**config.mk**
```make
export PLATFORM = sky130hd
export DESIGN_NAME = bubble_sort_engine_top_flat
export DESIGN_NICKNAME = d
export VERILOG_FILES = /design/src/sv/bse_pkg.sv /design/src/sv/bse_if.sv /design/src/sv/bse_ram.sv /design/src/sv/bubble_sort_engine_top.sv /design/src/flat_wrapper.sv
export SDC_FILE = /design/constraint.sdc
export NUM_CORES = 2
export LEC_CHECK = 0
export BUFFER_PORTS_ARGS = -buffer_cell sky130_fd_sc_hd__buf_2
export CAP_MARGIN = 20
export CELL_PAD_IN_SITES_DETAIL_PLACEMENT = 0
export CELL_PAD_IN_SITES_GLOBAL_PLACEMENT = 1
export CORE_AREA = 2 2 599 422
export CTS_CLUSTER_SIZE = 14
export DETAILED_ROUTE_END_ITERATION = 10
export DIE_AREA = 0 0 601 424
export PLACE_DENSITY = 0.56
export SYNTH_ARGS = -nofsm -noshare
export SYNTH_HDL_FRONTEND = slang
export SYNTH_SLANG_ARGS = --single-unit
```
**constraint.sdc**
```tcl
create_clock -name clk -period 4.9 [get_ports clk]
set_input_delay 0 -clock clk [delete_from_list [all_inputs] [get_ports clk]]
set_output_delay 0 -clock clk [all_outputs]
set_load 0.02 [all_outputs]
```
**src/sv/bse_pkg.sv**
```systemverilog
// Package for the bubble sort engine: widths, defaults and controller states
`timescale 1ns / 1ps

package bse_pkg;

	localparam int VALUE_W   = 32;
	localparam int DEPTH_DEF = 64;

	typedef logic signed [VALUE_W-1:0] value_t;

	typedef enum logic [2:0] {
		ST_LOAD,
		ST_PASS_START,
		ST_PASS_FIRST,
		ST_PASS_RUN,
		ST_PASS_END,
		ST_EMIT_RD,
		ST_EMIT_LD,
		ST_EMIT_HOLD
	} state_t;

endpackage

```
**src/sv/bse_if.sv**
```systemverilog
// Stream interfaces: list element input and sorted result output
`timescale 1ns / 1ps

interface bse_in_if;
	import bse_pkg::*;

	logic   valid;
	logic   ready;
	value_t value;
	logic   last;

	modport source (output valid, output value, output last, input ready);
	modport sink   (input valid, input value, input last, output ready);
endinterface

interface bse_out_if;
	import bse_pkg::*;

	logic   valid;
	logic   ready;
	value_t value_res;
	logic   last_res;
	logic   overflow;

	modport source (output valid, output value_res, output last_res, output overflow,
		input ready);
	modport sink   (input valid, input value_res, input last_res, input overflow,
		output ready);
endinterface

```
**src/sv/bse_ram.sv**
```systemverilog
// Generic single-write, single-read RAM with registered read data
`timescale 1ns / 1ps

module bse_ram #(
	parameter int WIDTH = 32,
	parameter int DEPTH = 64
) (
	input  logic                     clk,
	input  logic                     we,
	input  logic [$clog2(DEPTH)-1:0] waddr,
	input  logic [WIDTH-1:0]         wdata,
	input  logic                     re,
	input  logic [$clog2(DEPTH)-1:0] raddr,
	output logic [WIDTH-1:0]         rdata
);

	logic [WIDTH-1:0] mem [DEPTH];

	always_ff @(posedge clk) begin
		if (we) begin
			mem[waddr] <= wdata;
		end
		if (re) begin
			rdata <= mem[raddr];
		end
	end

endmodule

```
**src/sv/bubble_sort_engine_top.sv**
```systemverilog
// Top level of the bubble sort engine: load, in-memory sort and emit controller
`timescale 1ns / 1ps

// Bubble sort engine. Words arrive on items one per cycle and are written to
// a single RAM in arrival order; the word with last set closes the list (words
// past DEPTH are dropped and the whole list is flagged with overflow). The list
// is then sorted ascending in place. Each pass streams the unsorted range out
// of the RAM's one read port, carrying the larger value forward and writing
// the smaller back one slot behind the read pointer; at most n - 1 passes run
// for n words, and the sort ends early after a pass with no exchange. Sorted
// words then leave on results, each read from the RAM and then loaded into
// the output register. No new word is taken until the last result of the
// current list has been accepted.
module bubble_sort_engine_top #(
	parameter int DEPTH = bse_pkg::DEPTH_DEF
) (
	input  logic         clk,
	input  logic         arst_n,
	bse_in_if.sink       items,
	bse_out_if.source    results
);
	import bse_pkg::*;

	localparam int CNT_W  = $clog2(DEPTH + 1);
	localparam int ADDR_W = $clog2(DEPTH);
	localparam logic [CNT_W-1:0] CNT_FULL = CNT_W'(DEPTH);
	localparam logic [CNT_W-1:0] CNT_ONE  = CNT_W'(1);
	localparam logic [CNT_W-1:0] CNT_TWO  = CNT_W'(2);

	// controller state
	state_t           state_q, state_d;
	logic [CNT_W-1:0] cnt_q, cnt_d;        // words stored in the current list
	logic             ovf_q, ovf_d;        // a word of this list was dropped
	logic [CNT_W-1:0] range_q, range_d;    // unsorted range of the current pass
	logic [CNT_W-1:0] idx_q, idx_d;        // data index in a pass, word index on emit
	logic             swapped_q, swapped_d;
	value_t           left_q, left_d;      // running maximum carried along a pass

	// output register
	logic             out_valid_q, out_valid_d;
	value_t           out_value_q, out_value_d;
	logic             out_last_q, out_last_d;
	logic             out_ovf_q, out_ovf_d;

	// RAM port
	logic              ram_we, ram_re;
	logic [ADDR_W-1:0] ram_waddr, ram_raddr;
	logic [VALUE_W-1:0] ram_wdata, ram_rdata;
	value_t            rd_value;

	logic              full;
	logic [CNT_W-1:0]  cnt_after;
	logic              greater;

	assign rd_value  = $signed(ram_rdata);
	assign full      = (cnt_q == CNT_FULL);
	assign cnt_after = full ? cnt_q : cnt_q + CNT_ONE;
	assign greater   = (left_q > rd_value);

	bse_ram #(
		.WIDTH (VALUE_W),
		.DEPTH (DEPTH)
	) u_store (
		.clk   (clk),
		.we    (ram_we),
		.waddr (ram_waddr),
		.wdata (ram_wdata),
		.re    (ram_re),
		.raddr (ram_raddr),
		.rdata (ram_rdata)
	);

	always_ff @(posedge clk or negedge arst_n) begin
		if (!arst_n) begin
			state_q     <= ST_LOAD;
			cnt_q       <= '0;
			ovf_q       <= 1'b0;
			range_q     <= '0;
			idx_q       <= '0;
			swapped_q   <= 1'b0;
			out_valid_q <= 1'b0;
		end else begin
			state_q     <= state_d;
			cnt_q       <= cnt_d;
			ovf_q       <= ovf_d;
			range_q     <= range_d;
			idx_q       <= idx_d;
			swapped_q   <= swapped_d;
			out_valid_q <= out_valid_d;
		end
	end

	// payload registers, no reset
	always_ff @(posedge clk) begin
		left_q      <= left_d;
		out_value_q <= out_value_d;
		out_last_q  <= out_last_d;
		out_ovf_q   <= out_ovf_d;
	end

	always_comb begin
		state_d     = state_q;
		cnt_d       = cnt_q;
		ovf_d       = ovf_q;
		range_d     = range_q;
		idx_d       = idx_q;
		swapped_d   = swapped_q;
		left_d      = left_q;
		out_valid_d = out_valid_q;
		out_value_d = out_value_q;
		out_last_d  = out_last_q;
		out_ovf_d   = out_ovf_q;
		ram_we      = 1'b0;
		ram_waddr   = '0;
		ram_wdata   = '0;
		ram_re      = 1'b0;
		ram_raddr   = '0;
		items.ready = 1'b0;

		unique case (state_q)
			ST_LOAD: begin
				// ready is always high here, so valid alone marks a taken word
				items.ready = 1'b1;
				if (items.valid) begin
					if (!full) begin
						ram_we    = 1'b1;
						ram_waddr = cnt_q[ADDR_W-1:0];
						ram_wdata = items.value;
					end else begin
						ovf_d = 1'b1;
					end
					cnt_d = cnt_after;
					if (items.last) begin
						range_d = cnt_after;
						idx_d   = '0;
						// a single word is already sorted
						state_d = (cnt_after > CNT_ONE) ? ST_PASS_START : ST_EMIT_RD;
					end
				end
			end

			ST_PASS_START: begin
				ram_re    = 1'b1;
				ram_raddr = '0;
				swapped_d = 1'b0;
				state_d   = ST_PASS_FIRST;
			end

			ST_PASS_FIRST: begin
				left_d    = rd_value;
				ram_re    = 1'b1;
				ram_raddr = ADDR_W'(1);
				idx_d     = CNT_ONE;
				state_d   = ST_PASS_RUN;
			end

			ST_PASS_RUN: begin
				// smaller of the pair settles one slot behind, larger moves on
				ram_we    = 1'b1;
				ram_waddr = ADDR_W'(idx_q - CNT_ONE);
				ram_wdata = greater ? rd_value : left_q;
				left_d    = greater ? left_q : rd_value;
				if (greater) begin
					swapped_d = 1'b1;
				end
				if (idx_q == range_q - CNT_ONE) begin
					state_d = ST_PASS_END;
				end else begin
					ram_re    = 1'b1;
					ram_raddr = ADDR_W'(idx_q + CNT_ONE);
					idx_d     = idx_q + CNT_ONE;
				end
			end

			ST_PASS_END: begin
				ram_we    = 1'b1;
				ram_waddr = ADDR_W'(range_q - CNT_ONE);
				ram_wdata = left_q;
				range_d   = range_q - CNT_ONE;
				if (!swapped_q || range_q <= CNT_TWO) begin
					idx_d   = '0;
					state_d = ST_EMIT_RD;
				end else begin
					state_d = ST_PASS_START;
				end
			end

			ST_EMIT_RD: begin
				ram_re    = 1'b1;
				ram_raddr = idx_q[ADDR_W-1:0];
				state_d   = ST_EMIT_LD;
			end

			ST_EMIT_LD: begin
				out_valid_d = 1'b1;
				out_value_d = rd_value;
				out_last_d  = (idx_q == cnt_q - CNT_ONE);
				out_ovf_d   = ovf_q;
				state_d     = ST_EMIT_HOLD;
			end

			ST_EMIT_HOLD: begin
				if (results.ready) begin
					out_valid_d = 1'b0;
					if (out_last_q) begin
						cnt_d   = '0;
						ovf_d   = 1'b0;
						state_d = ST_LOAD;
					end else begin
						ram_re    = 1'b1;
						ram_raddr = ADDR_W'(idx_q + CNT_ONE);
						idx_d     = idx_q + CNT_ONE;
						state_d   = ST_EMIT_LD;
					end
				end
			end

			default: begin
				state_d = ST_LOAD;
			end
		endcase
	end

	assign results.valid     = out_valid_q;
	assign results.value_res = out_value_q;
	assign results.last_res  = out_last_q;
	assign results.overflow  = out_ovf_q;

endmodule

```
**src/flat_wrapper.sv**
```systemverilog
// flat-port wrapper written by rule: the top's interface ports become plain ports
module bubble_sort_engine_top_flat import bse_pkg::*;
#(
	parameter int DEPTH = bse_pkg::DEPTH_DEF
)
  (clk, arst_n, items_valid, items_value, items_last, items_ready, results_valid, results_value_res, results_last_res, results_overflow, results_ready);
  bse_in_if items_i ();
  bse_out_if results_i ();
  input  logic clk;
  input  logic arst_n;
  input wire logic [$bits(items_i.valid)-1:0] items_valid;
  input wire logic [$bits(items_i.value)-1:0] items_value;
  input wire logic [$bits(items_i.last)-1:0] items_last;
  output wire logic [$bits(items_i.ready)-1:0] items_ready;
  output wire logic [$bits(results_i.valid)-1:0] results_valid;
  output wire logic [$bits(results_i.value_res)-1:0] results_value_res;
  output wire logic [$bits(results_i.last_res)-1:0] results_last_res;
  output wire logic [$bits(results_i.overflow)-1:0] results_overflow;
  input wire logic [$bits(results_i.ready)-1:0] results_ready;
  assign items_i.valid = items_valid;
  assign items_i.value = items_value;
  assign items_i.last = items_last;
  assign items_ready = items_i.ready;
  assign results_valid = results_i.valid;
  assign results_value_res = results_i.value_res;
  assign results_last_res = results_i.last_res;
  assign results_overflow = results_i.overflow;
  assign results_i.ready = results_ready;
  bubble_sort_engine_top #(.DEPTH(DEPTH)) u_core (.clk(clk), .arst_n(arst_n), .items(items_i), .results(results_i));
endmodule
```
==> summary.txt <==
Global route
  – First-pass GRT wire length: 425200 um
  – Number of antenna violations at the first check in global routing: 31
  – Pin count of the biggest net entering global routing: 77
  – All-layer global routing usage: 23.59%
  – Gr ovfl total: 0
  – Number of global-route vias before repair: 53110

Timing
  – Final setup fails: 0
  – Final worst setup slack: 0.1038 ns
  – Achievable frequency: 208.5 MHz
  – Transition time at the pin with the least slew margin: 1.279 ns
  – Min Clock Period, post-route: 4.796 ns
  – Final number of max-transition violations: 0
  – Final worst path period share: 97.88%
  – Worst setup skew after layout: 0.04434 ns
  – Max transition margin: 14.71%
  – Number of failing hold endpoints at the final stage: 0
  – RSZ-0062 raised after global routing: false

Yosys
  – Count of flip-flops with a built-in enable after synthesis: 2146
  – Number of warnings reported in the yosys synthesis log: 0
  – Cell variety after synth: 79
  – Fraction of the yosys area taken by sequential cells: 74.94%
  – Share of synthesized registers carrying an async set or reset: 1.243%
  – Synth Flop Type: edfxtp_1
  – Cell types with the largest area share after synthesis: edfxtp_1, nand2_1, nand3_1
  – Post-Syn Instances: 6465
  – Cell types with the highest counts after synthesis: edfxtp_1, nand2_1, nand3_1
  – Most area-hungry cell type in the Yosys netlist: edfxtp_1
  – Count leader, synth: edfxtp_1
  – FF+latch count, synth: 2173
  – Syn nets: 6542
  – Synthesized area: 86890 um2
  – Syn_area_per_cell: 13.44 um2
  – Yosys top cell area share: 74.17%

Hold path
  – Hold wc startpoint: items_value[16]
  – Hold depth: 3
  – Hold Path Class: in2reg
  – Hold Path End: u_core.u_store.mem[17][16]

Final layout
  – Multi-input combinational cell area: 20690 um2
  – Sequential cell area: 65120 um2
  – Area grow syn2layout: 18.48%
  – Post-route standard cell area excluding fillers: 102900 um2
  – Fraction of final layout cells sized beyond drive strength 1: 14.08%
  – Layout Nets: 6920
  – Fill cell instance count of the final layout: 23170

Clock tree
  – Maximum level of the CTS H-tree: 4
  – Worst-Skew Late Latency: 0.88 ns
  – # clock sinks: 2173
  – Maximum root-to-sink buffer count: 4
  – Root buffer selected by CTS: clkbuf_16
  – Clock tree from TritonCTS: yes
  – TritonCTS Buffers: 212
  – Clock transition time at the flip-flop clock pins of the worst setup and hold paths: 0.07 ns

Worst setup path
  – Crit path arrival time: 5.39 ns
  – Crit end category: register
  – Setup slack of the most critical reg-to-reg path: 0.10 ns
  – Maximum net fanout on the critical path: 34
  – Critical path class: reg2reg
  – Worst flop-to-flop path startpoint: u_core.range_q[0]
  – Capture instance of the worst register-to-register path: u_core.u_store.rdata[19]
  – Required time at the endpoint of the critical path: 5.50 ns
  – Type of origin of the critical path: register
  – Reg2reg path depth: 16

Die
  – Site row count: 154
  – Number of top-level pins: 73
  – Die Outline Area: 254800 um2
  – Effective utilization at floorplan: 34.77%
  – Placeable core region: 249900 um2
  – Die span in x: 601 um
  – Height of the die: 424 um

Place
  – Setup slack after placement: -0.3819 ns
  – # port buffers: 72
  – Total placed instance area: 95610 um2
  – Routability Congestion: 0.8652
  – Estimated wirelength of the detail-placed design: 182700 um

Detailed routing
  – Count of nets left with antenna violations after detail routing: 0
  – Number of violations reported at the end of detailed-routing iteration 0: 7301
  – Routed wire length per instance: 29.73 um
  – Detailed-route vias per instance: 5.526
  – First drt pass iteration count: 5
  – Routed vias: 57260
  – DRC viols: 0
  – Sum of routed wire length over all layers: 308100 um

Pwr
  – Final Total Pwr: 71.77 mW
  – Cell area power density: 697.2 nW/um2
  – P_leak: 35.37 nW
  – Max rail drop VDD: 0.6987 mV

Run status
  – Outcome: completed

Flow run
  – Number of max-cap violations: 0
-- routing by layer --
metal,wire [um],vias up,track usage (%)
met1,139600,29490,35.32
met5,94,-,0
met2,126100,2537,32.66
met4,6032,14,4.852
met3,36240,323,8.262
li1,-,24900,-
-- how the worst max path moves through the flow --
stage / startpoint / end / slack, ns / cells after the start
CTS: u_core.range_q[0] / u_core.u_store.rdata[1] / 0.003 / 16
floorplan: u_core.u_store.rdata[17] / u_core.left_q[0] / 0.38 / 12
global route: u_core.range_q[0] / u_core.u_store.rdata[6] / 0.01 / 16
finish: u_core.range_q[0] / u_core.u_store.rdata[19] / 0.10 / 16
global placement: u_core.range_q[0] / u_core.u_store.rdata[7] / -0.83 / 14
detailed placement: u_core.range_q[0] / u_core.u_store.rdata[27] / -0.38 / 14
-- layout by cell type, fill, tap and decap left out, drive strengths merged, types with 25 or more instances in the layout --
master and instances:
o221ai 50, and3 64, a32oi 52, nand3 770
buf 538, nand2 1687, o41ai 34, a221o 40
clkinv 80, a21oi 237, o211ai 82, ha 40
nor2 205, dlygate4sd3 25, inv 48, o22ai 45
mux2i 96, clkbuf 274, a31oi 77, o21ai 85
nand4 31, edfxtp 2146, dfrtp 27
-- through the flow --
stage / TNS, ns / instances / hold slack, ns / utilization, %
finish: 0 / 10360 / 0.05225 / 41.19
global route: 0 / 10360 / 0.02356 / 41.19
CTS: 0 / 10350 / 0.0009659 / 41.11
detailed placement: -3.376 / 9943 / 0.08851 / 38.26
global placement: -6.392 / 9937 / 0.09105 / 38.23
floorplan: 0 / 6465 / -0.2956 / -
-- worst max-delay path: stages, from the launching register on --
cell       delay, ns
dfrtp_1         0.43
inv_1           0.14
ha_1            0.24
xor3_1          0.48
nor3_4          0.17
o2111ai_4       0.28
buf_12          0.25
o31a_2          0.40
buf_12          0.22
buf_12          0.20
buf_4           0.27
nand3_1         0.10
o211ai_1        0.11
o211ai_1        0.13
nand3_1         0.34
o21ai_1         0.55
a311oi_1        0.09
-- cell families after synthesis --
group / share of synthesized area [%]
adder cells (fa/ha/maj): 0.5760
XOR/XNOR: 0.3787
buffers and inverters: 2.363
AND/OR/NAND/NOR: 13.88
multiplexers: 1.119
AO/OA/AOI/OAI: 6.736
flip-flops: 74.94
-- sequential cells by signal, indices dropped and copies added, names as in the netlist --
signal / cells
u_core.results.last_res: 1
u_core.idx_q: 7
u_core.u_store.mem: 2048
u_core.range_q: 7
u_core.swapped_q: 1
u_core.results.valid: 1
u_core.results.value_res: 32
u_core.ovf_q: 1
u_core.u_store.rdata: 32
u_core.results.overflow: 1
u_core.cnt_q: 7
u_core.left_q: 32
u_core.state_q: 3
-- what timing repair did --
action	4_1_cts	5_1_grt
hold endpoints to repair	926	0
cloned	2	2
setup buffers	4	1
endpoints found under the setup margin	19	23
pin swaps	4	5
hold buffers	26	0
resized for setup	28	22
-- power by group --
group	switching, mW	total [mW]	internal [mW]
sequential	0.851	26.7	25.9
combinational	20.9	28.9	8.00
clock	7.13	16.2	9.07
total	28.8	71.8	42.9
-- layout make-up --
class                      instances  share of cell area (%)
sequential                      2173                   63.25
tap                             3354                   4.076
multi-input combinational       3841                   20.10
clock inverter                   105                  0.9274
inverter                          46                  0.1677
antenna                            5                 0.01215
clock buffer                     270                   5.478
timing repair buffer             569                   5.988
Power figures use the tool's default switching activity.
